$ cat config.mk
export PLATFORM = sky130hd
export DESIGN_NAME = crs_sequencer
export DESIGN_NICKNAME = d
export VERILOG_FILES = /design/src/crs_pkg.sv /design/src/crs_sequencer.sv
export SDC_FILE = /design/constraint.sdc
export NUM_CORES = 1
export LEC_CHECK = 0
export BUFFER_PORTS_ARGS = -buffer_cell sky130_fd_sc_hd__buf_4
export CAP_MARGIN = 30
export CORE_AREA = 5 5 306 308
export DETAILED_ROUTE_END_ITERATION = 7
export DIE_AREA = 0 0 311 313
export PLACE_DENSITY = 0.5
export SLEW_MARGIN = 5
export SYNTH_ARGS = -nofsm -noshare
export SYNTH_HDL_FRONTEND = slang
export SYNTH_SLANG_ARGS = --single-unit
export TNS_END_PERCENT = 20
$ cat constraint.sdc
create_clock -name clock -period 16.42 [get_ports clock]
set_input_delay 3.284 -clock clock [delete_from_list [all_inputs] [get_ports clock]]
set_output_delay 3.284 -clock clock [all_outputs]
set_load 0.01 [all_outputs]
$ cat src/crs_pkg.sv
// ----------------------------------------------------------------------------
// Catmull-Rom sampler package
// Shared payload types, arithmetic widths and register map of the uniform
// Catmull-Rom segment sampler.
// ----------------------------------------------------------------------------
package crs_pkg;

   // Coordinate format: signed Q16.16.
   localparam int CRD_W = 32;
   localparam int FRAC  = 16;

   // Segment parameter u in unsigned Q1.16, 0 to 1.0 inclusive.
   localparam int U_W      = 17;
   localparam int ONE_Q16  = 65536;

   // Datapath widths: first and second lerp levels, differences, weights and
   // products. The weight 1+u reaches 2.0, which needs 19 signed bits.
   localparam int A_W = 36;
   localparam int D_W = 37;
   localparam int W_W = 19;
   localparam int P_W = D_W + W_W;

   // Register stages from sample issue to the output register.
   localparam int PIPE_LAT = 7;

   // Configuration port.
   localparam int CSR_ADDR_W = 3;
   localparam int CSR_DATA_W = 32;
   localparam int SPS_W      = 7;
   localparam logic [SPS_W-1:0] SPS_RESET = 7'd16;

   // Register indexes (word address).
   localparam logic REG_SPS = 1'b0;

   // Four control points of one segment.
   typedef struct packed {
      logic signed [CRD_W-1:0] ctrl0_x;
      logic signed [CRD_W-1:0] ctrl0_y;
      logic signed [CRD_W-1:0] ctrl0_z;
      logic signed [CRD_W-1:0] ctrl1_x;
      logic signed [CRD_W-1:0] ctrl1_y;
      logic signed [CRD_W-1:0] ctrl1_z;
      logic signed [CRD_W-1:0] ctrl2_x;
      logic signed [CRD_W-1:0] ctrl2_y;
      logic signed [CRD_W-1:0] ctrl2_z;
      logic signed [CRD_W-1:0] ctrl3_x;
      logic signed [CRD_W-1:0] ctrl3_y;
      logic signed [CRD_W-1:0] ctrl3_z;
   } req_data_type;

   // One sample on the curve.
   typedef struct packed {
      logic signed [CRD_W-1:0] sample_x;
      logic signed [CRD_W-1:0] sample_y;
      logic signed [CRD_W-1:0] sample_z;
      logic                    last_sample;
   } rsp_data_type;

   // Sample issued by the sequencer into the lerp pipeline.
   typedef struct packed {
      logic           valid;
      logic           last;
      logic [U_W-1:0] u;
   } smp_type;

endpackage

$ cat src/crs_sequencer.sv
// ----------------------------------------------------------------------------
// Catmull-Rom sampler sequencer
// Holds one request and issues its samples, one parameter value u per enabled
// cycle, stepping u by a table-driven quotient and remainder instead of dividing.
// ----------------------------------------------------------------------------
module crs_sequencer #(
   parameter int MAX_SAMPLES = 64
) (
   input  logic                  clock,
   input  logic                  reset,
   input  logic                  en,
   input  logic                  req_valid,
   output logic                  req_stall,
   input  crs_pkg::req_data_type req_data,
   input  logic [crs_pkg::SPS_W-1:0] sps,
   output crs_pkg::smp_type      smp,
   output crs_pkg::req_data_type pts
);
   import crs_pkg::*;

   localparam int IW     = (MAX_SAMPLES > 2) ? $clog2(MAX_SAMPLES) : 1;
   localparam int TAB_N  = 1 << IW;

   // Step table: 65536 = q*d + r for every divisor d = n-1.
   logic [U_W-1:0] q_tab [TAB_N];
   logic [IW-1:0]  r_tab [TAB_N];

   for (genvar g = 0; g < TAB_N; g++) begin : g_step
      localparam int DIV    = (g == 0) ? 1 : g;
      localparam int STEP_Q = ONE_Q16 / DIV;
      localparam int STEP_R = ONE_Q16 % DIV;
      assign q_tab[g] = U_W'(STEP_Q);
      assign r_tab[g] = IW'(STEP_R);
   end

   logic               busy_ff, busy_in;
   logic [IW-1:0]      i_ff, i_in;
   logic [IW-1:0]      d_ff, d_in;
   logic [U_W-1:0]     q_ff, q_in;
   logic [IW-1:0]      rs_ff, rs_in;
   logic [U_W-1:0]     u_ff, u_in;
   logic [IW-1:0]      r_ff, r_in;
   req_data_type       pts_ff, pts_in;

   logic [SPS_W-1:0]   n_c;
   logic [IW-1:0]      d_c;
   logic [IW:0]        r_sum;
   logic               wrap;
   logic               last_c;
   logic               take;
   logic               accept;

   // Clamp the sample count to the supported range.
   always_comb begin
      if (sps < SPS_W'(2)) begin
         n_c = SPS_W'(2);
      end else if (sps > SPS_W'(MAX_SAMPLES)) begin
         n_c = SPS_W'(MAX_SAMPLES);
      end else begin
         n_c = sps;
      end
      d_c = IW'(n_c - SPS_W'(1));
   end

   // Handshake: a new request enters as the last sample of the current one leaves.
   assign last_c    = (i_ff == d_ff);
   assign take      = busy_ff && en;
   assign req_stall = busy_ff && !(en && last_c);
   assign accept    = req_valid && !req_stall;

   // Remainder accumulation: carry one extra unit into u when it wraps.
   assign r_sum = {1'b0, r_ff} + {1'b0, rs_ff};
   assign wrap  = (r_sum >= {1'b0, d_ff});

   always_comb begin
      busy_in = busy_ff;
      i_in    = i_ff;
      d_in    = d_ff;
      q_in    = q_ff;
      rs_in   = rs_ff;
      u_in    = u_ff;
      r_in    = r_ff;
      pts_in  = pts_ff;
      if (accept) begin
         busy_in = 1'b1;
         i_in    = '0;
         d_in    = d_c;
         q_in    = q_tab[d_c];
         rs_in   = r_tab[d_c];
         u_in    = '0;
         r_in    = '0;
         pts_in  = req_data;
      end else if (take && last_c) begin
         busy_in = 1'b0;
      end else if (take) begin
         i_in = i_ff + IW'(1);
         u_in = u_ff + q_ff + U_W'(wrap);
         r_in = wrap ? IW'(r_sum - {1'b0, d_ff}) : IW'(r_sum);
      end
   end

   always_ff @(posedge clock) begin
      if (reset) begin
         busy_ff <= 1'b0;
      end else begin
         busy_ff <= busy_in;
      end
   end

   always_ff @(posedge clock) begin
      i_ff   <= i_in;
      d_ff   <= d_in;
      q_ff   <= q_in;
      rs_ff  <= rs_in;
      u_ff   <= u_in;
      r_ff   <= r_in;
      pts_ff <= pts_in;
   end

   assign smp.valid = busy_ff;
   assign smp.last  = last_c;
   assign smp.u     = u_ff;
   assign pts       = pts_ff;

endmodule

Word-level counts from Yosys, hierarchy flattened
Memory sizes are Yosys's and may differ from the RTL's. A register that Yosys moved wholly into a read port is not among the register bits.
Cells that the tools add are included.
{"block": "word_totals", "mem_count": 2, "elab_cells": 45, "out_inout_bits": 404, "ff_bits": 420, "mem_bits_ro": 1472, "inputBits": 395}
{"block": "classes", "n_bitwise": 2, "n_mux": 5, "magnitude_cmp": 3, "addsub": 6, "reduce_logical": 9, "eq_ne": 1}
{"name": "(no name shown)", "words": 64, "word_bits": 17, "rd": 1, "rd_ports_with_merged_regs": 1, "wr": 0, "line": "crs_sequencer.sv:88", "rtl": "q_in = q_tab[d_c];"}
{"name": "(no name shown)", "words": 64, "word_bits": 6, "rd": 1, "rd_ports_with_merged_regs": 1, "wr": 0, "line": "crs_sequencer.sv:89", "rtl": "rs_in = r_tab[d_c];"}
{"cell": "2-to-1 mux 6 bit", "n": 3}
{"cell": "adder 17 x 1 -> 17 bit", "n": 1}
{"cell": "adder 17 bit", "n": 1}
{"cell": "adder 6 x 6 -> 7 bit", "n": 1}
{"cell": ">= comparator 7 x 6 -> 1 bit", "n": 1}
{"cell": "> comparator 7 bit, second input constant", "n": 1}
{"cell": "less-than comparator 7 x 2 -> 1 bit, second input constant", "n": 1}
{"cell": "inverter 6 -> 7 bit", "n": 1}
{"cell": "adder 6 x 1 -> 6 bit, second input constant", "n": 1}
{"cell": "equality test 6 bit", "n": 1}
{"cell": "subtractor 6 x 1 -> 6 bit, second input constant", "n": 1}
{"cell": "subtractor 6 bit", "n": 1}
{"cell": "logical AND 1 bit", "n": 5}
{"cell": "logical NOT 1 bit", "n": 2}
{"cell": "2-to-1 mux 1 bit", "n": 2}
{"cell": "AND reduction 2 bit", "n": 1}
{"cell": "nonzero test 2 bit", "n": 1}
{"cell": "inverter 1 bit", "n": 1}

Logic depth before layout (Yosys ltp)
{"block": "depth", "ltp_word": 7, "ltp_mapped": 23, "mapped_depth_nobuf": 23}

Worst setup path after synthesis
OpenSTA, ideal clock, no wires.
{"block": "synth_path", "kind": "input port to flip-flop", "start": "input port req_valid", "end": "register d_ff[0], enable pin", "arrival_ns": 14.950, "required_time_ns": 15.480, "stages": 3, "path_slack_ns": 0.530, "cell_sequence": "inv_1 o22ai_1 clkbuf_1"}
{"block": "synth_via", "elab_chain_cells": 1}
{"element": "start: declaration", "line": "crs_sequencer.sv:12", "rtl": "input logic req_valid,"}
{"element": "logical AND 1 bit", "line": "crs_sequencer.sv:69", "rtl": "assign accept = req_valid && !req_stall;"}
{"element": "via accept", "line": "crs_sequencer.sv:51", "rtl": "logic accept;"}
{"element": "end signal: assignment", "line": "crs_sequencer.sv:112", "rtl": "d_ff <= d_in;"}
{"element": "end: declaration", "line": "crs_sequencer.sv:38", "rtl": "logic [IW-1:0] d_ff, d_in;"}
The timed path passes the listed nets, and every way through them passes these cells.
A chain may end at the register's enable or synchronous reset.

Final worst setup path
{"block": "layout_path", "start": "input port sps[2] (netlist name)", "end": "register rs_ff[1], data pin"}
{"block": "layout_via", "elab_chain_cells": 5, "elab_cells_between_ends": 6}
{"element": "start: declaration", "line": "crs_sequencer.sv:15", "rtl": "input logic [crs_pkg::SPS_W-1:0] sps,"}
{"element": "> comparator 7 bit", "line": "crs_sequencer.sv:57", "rtl": "end else if (sps > SPS_W'(MAX_SAMPLES)) begin"}
{"element": "2-to-1 mux 6 bit", "line": "crs_sequencer.sv:57"}
{"element": "2-to-1 mux 6 bit (*)", "line": "crs_sequencer.sv:55", "rtl": "if (sps < SPS_W'(2)) begin"}
{"element": "subtractor 6 x 1 -> 6 bit (*)", "line": "crs_sequencer.sv:62", "rtl": "d_c = IW'(n_c - SPS_W'(1));"}
{"element": "via d_c[2]", "line": "crs_sequencer.sv:46", "rtl": "logic [IW-1:0] d_c;"}
{"element": "inverter 6 -> 7 bit (implied by the code) (*)", "line": "crs_sequencer.sv:89"}
{"element": "end: declaration", "line": "crs_sequencer.sv:40", "rtl": "logic [IW-1:0] rs_ff, rs_in;"}
The timed path passes the listed nets; every way through them passes the cells marked *.

==> results.toml <==
[cts]
cts_hold_buf = 0
h-tree-depth = 2
cts_sinks = 443
path_clk_slew_ns = 0.07
clkLatencyLatePin_ns = 0.61
clockBufferDepth = 3
post_cts_resized = 0
cts_setup_buffers = 0
root_buffer = "clkbuf_16"
numCtsBuffers = 54
cts_tree = "built"

[power]
p_comb_frac = 0.166
p_seq_frac = 0.440
p_int_w = 0.002279
pwr-share-clk = 0.393
vdd_ir_drop_max_mv = 0.07358
pwr_density_cell_nw_per_um2 = 119.6
p_sw_w = 0.0008118
power_w = 0.003091
p_leak_nw = 10.45
switching_share = 0.2626

[setup_path]
r2r_cells = 19
critical_path_class = "input port to register"
timing.rr.start = "rs_ff[1]"
end_kind = "register"
crit_arrival_ns = 7.53
worst-path-max-fanout = 48
r2r_slack_ns = 11.04
rr_endpoint = "u_ff[16]"
worstPathRequired_ns = 16.80
cp-start-kind = "input port"

[floorplanning]
dieArea_um2 = 97340
rows = 111
core_um2 = 90830
die_h_um = 313
pin_count = 799
fp.dieW_um = 311
initial_utilization = 0.1828

[finish]
utilization = 0.2845
final_common_cell = "buf_4"
layout.nets = 2287
drive_gt1_frac = 0.4804
register_area_um2 = 13000
multi_input_area_um2 = 3263
nFillCells = 9361
syn2layout_area_growth_pct = 55.66
final_cell_mix = "buf_4 (807), edfxtp_1 (413), nand2_1 (83)"

[synthesis]
yosys_register_bits = 443
synth_nets = 1462
yosys_warnings = 0
synthArstFlopShare = 0
synthesis.area_um2 = 16600
syn_area_per_cell_um2 = 16.26
synth_top_area_cell = "edfxtp_1"
synth_top_area_frac = 0.7471
yosys-top-cells-area = "edfxtp_1 (75%), dfxtp_1 (3.6%), ha_1 (3.2%), nand2_1 (1.9%), a21oi_1 (1.6%)"
synth-edff-count = 413
ys_types = 68
synth-seq-area-share = 0.7833
synthFlopType = "edfxtp_1"
synth_cells = 1021

[timing]
slew_viol_final = 0
final.min_clock_period_ns = 7.156
period_share = 0.4358
finalSetupViolations = 0
rsz0062_at_grt = "no"
finalHoldViolCount = 0
tightest_slew_ns = 1.061
max-slew-margin-rel = 0.2926
clock_skew_ns = 0.01845
fin_tns_setup_ns = 0
fmax_mhz = 139.7

[min_path]
hp-start = "r_ff[5]"
hold_path_class = "register to register"
hold_depth = 2
min_to = "r_ff[5]"

[drt]
drt-total-wl_um = 92510
viasPerCell = 4.184
drt_iter0_drc = 1234
dr_total_vias = 12910
dr.pass1.iters = 5
postRouteAntennaNets = 0
drc_errors = 0
drt-wirelength-per-cell_um = 29.98

[placed_design]
dp_hpwl_um = 77850
gp_congestion = 0.8625
io_buffers = 798

[flow_run]
maxCapViolations = 0

[run_status]
status = "finished, final reports clean"

[global_routing]
grt_pass1_wl_um = 120000
overflow = 0
grt_antenna_before_repair = 79
grt_usage = 0.1801
grt_pass1_vias = 12850
grt_max_degree = 167
## layer usage
layer / up-vias / track usage / routed length, um
met5: - / 0 / 149
met4: 22 / 0.02413 / 1169
met3: 126 / 0.07940 / 10160
met2: 723 / 0.2853 / 42540
met1: 6467 / 0.2352 / 38500
li1: 5573 / - / -
## critical path, cell delays in order
cell       delay, ns
buf_4           0.14
or4_4           0.55
a21oi_2         0.65
inv_1           0.35
ha_1            0.38
inv_1           0.26
ha_2            0.21
buf_4           0.45
nor2b_1         0.20
a21oi_1         0.22
nor3_1          0.06
a2111oi_0       0.49
a211oi_1        0.10
a21o_1          0.18
## flip-flops by register name, summed over array words and instances, names as in the netlist
register and cells:
pts 384, q_ff 17, u_ff 17, d_ff 6
i_ff 6, r_ff 6, rs_ff 6, busy_ff 1
## metrics by stage
step | cell area [um^2] | hold WS (ns) | cells | setup slack [ns]
after floorplan | 16600 | 0.4291 | 1021 | 0.5304
after global placement | 24010 | 0.4523 | 2976 | 8.772
after detailed placement | 24010 | 0.4584 | 2976 | 8.724
after CTS | 25810 | 0.4659 | 3076 | 9.323
after global routing | 25820 | 0.4910 | 3077 | 9.101
final | 25840 | 0.4615 | 3086 | 9.264
## worst max path at each step
stage / startpoint / to / depth (start not counted) / slack (ns)
after CTS: en / req_stall / 3 / 9.32
after global routing: sps[2] / rs_ff[1] / 14 / 9.10
after global placement: sps[2] / rs_ff[1] / 14 / 8.77
after floorplan: req_valid / d_ff[0] / 3 / 0.53
after detailed placement: sps[2] / rs_ff[1] / 14 / 8.72
final: sps[2] / rs_ff[1] / 14 / 9.26
## final cells by class
| cell class | instances | share of cell area |
|---|---|---|
| diodes | 10 | 0.0009684 |
| inverters | 44 | 0.006392 |
| clock inverters | 30 | 0.01186 |
| repair buffers | 809 | 0.2360 |
| multi-input cells | 494 | 0.1263 |
| well taps | 1186 | 0.05743 |
| clock buffers | 70 | 0.05786 |
| flip-flops and latches | 443 | 0.5032 |
## kinds of logic after synthesis
family | synth area share
and+or+nand+nor | 0.05352
AOI/OAI and AO/OA | 0.08382
DFF | 0.7833
muxes | 0.008065
adders and majority gates | 0.03648
xor gates and xnor gates | 0.01372
buffers and inverters | 0.02111
## synth_stat cells (4+ instances only)
| cell type | count |
|---|---|
| fa_1 | 4 |
| clkbuf_1 | 24 |
| edfxtp_1 | 413 |
| buf_2 | 10 |
| a221oi_1 | 4 |
| a21o_1 | 8 |
| xor2_1 | 16 |
| nor2_1 | 58 |
| a31oi_1 | 7 |
| o31ai_1 | 9 |
| nand3_1 | 14 |
| mux2i_1 | 10 |
| xnor2_1 | 10 |
| ha_1 | 42 |
| dfxtp_1 | 30 |
| buf_4 | 6 |
| a311oi_1 | 8 |
| nand2_1 | 83 |
| a21oi_1 | 53 |
| and3_1 | 7 |
| nor2b_1 | 6 |
| o22ai_1 | 4 |
| o21ai_0 | 41 |
| nor3_1 | 15 |
| o21a_1 | 4 |
| o211ai_1 | 7 |
| a211oi_1 | 16 |
| inv_1 | 39 |
## power groups by stage
stage               Clock, W  Sequential [W]  Combinational (W)
floorplan                  0         0.00143           0.000223
global placement           0         0.00138           0.000511
detailed placement         0         0.00138           0.000516
CTS                  0.00126         0.00136           0.000518
global route         0.00131         0.00137           0.000557
finish               0.00122         0.00136           0.000514
(Power assumes the default switching activity.)
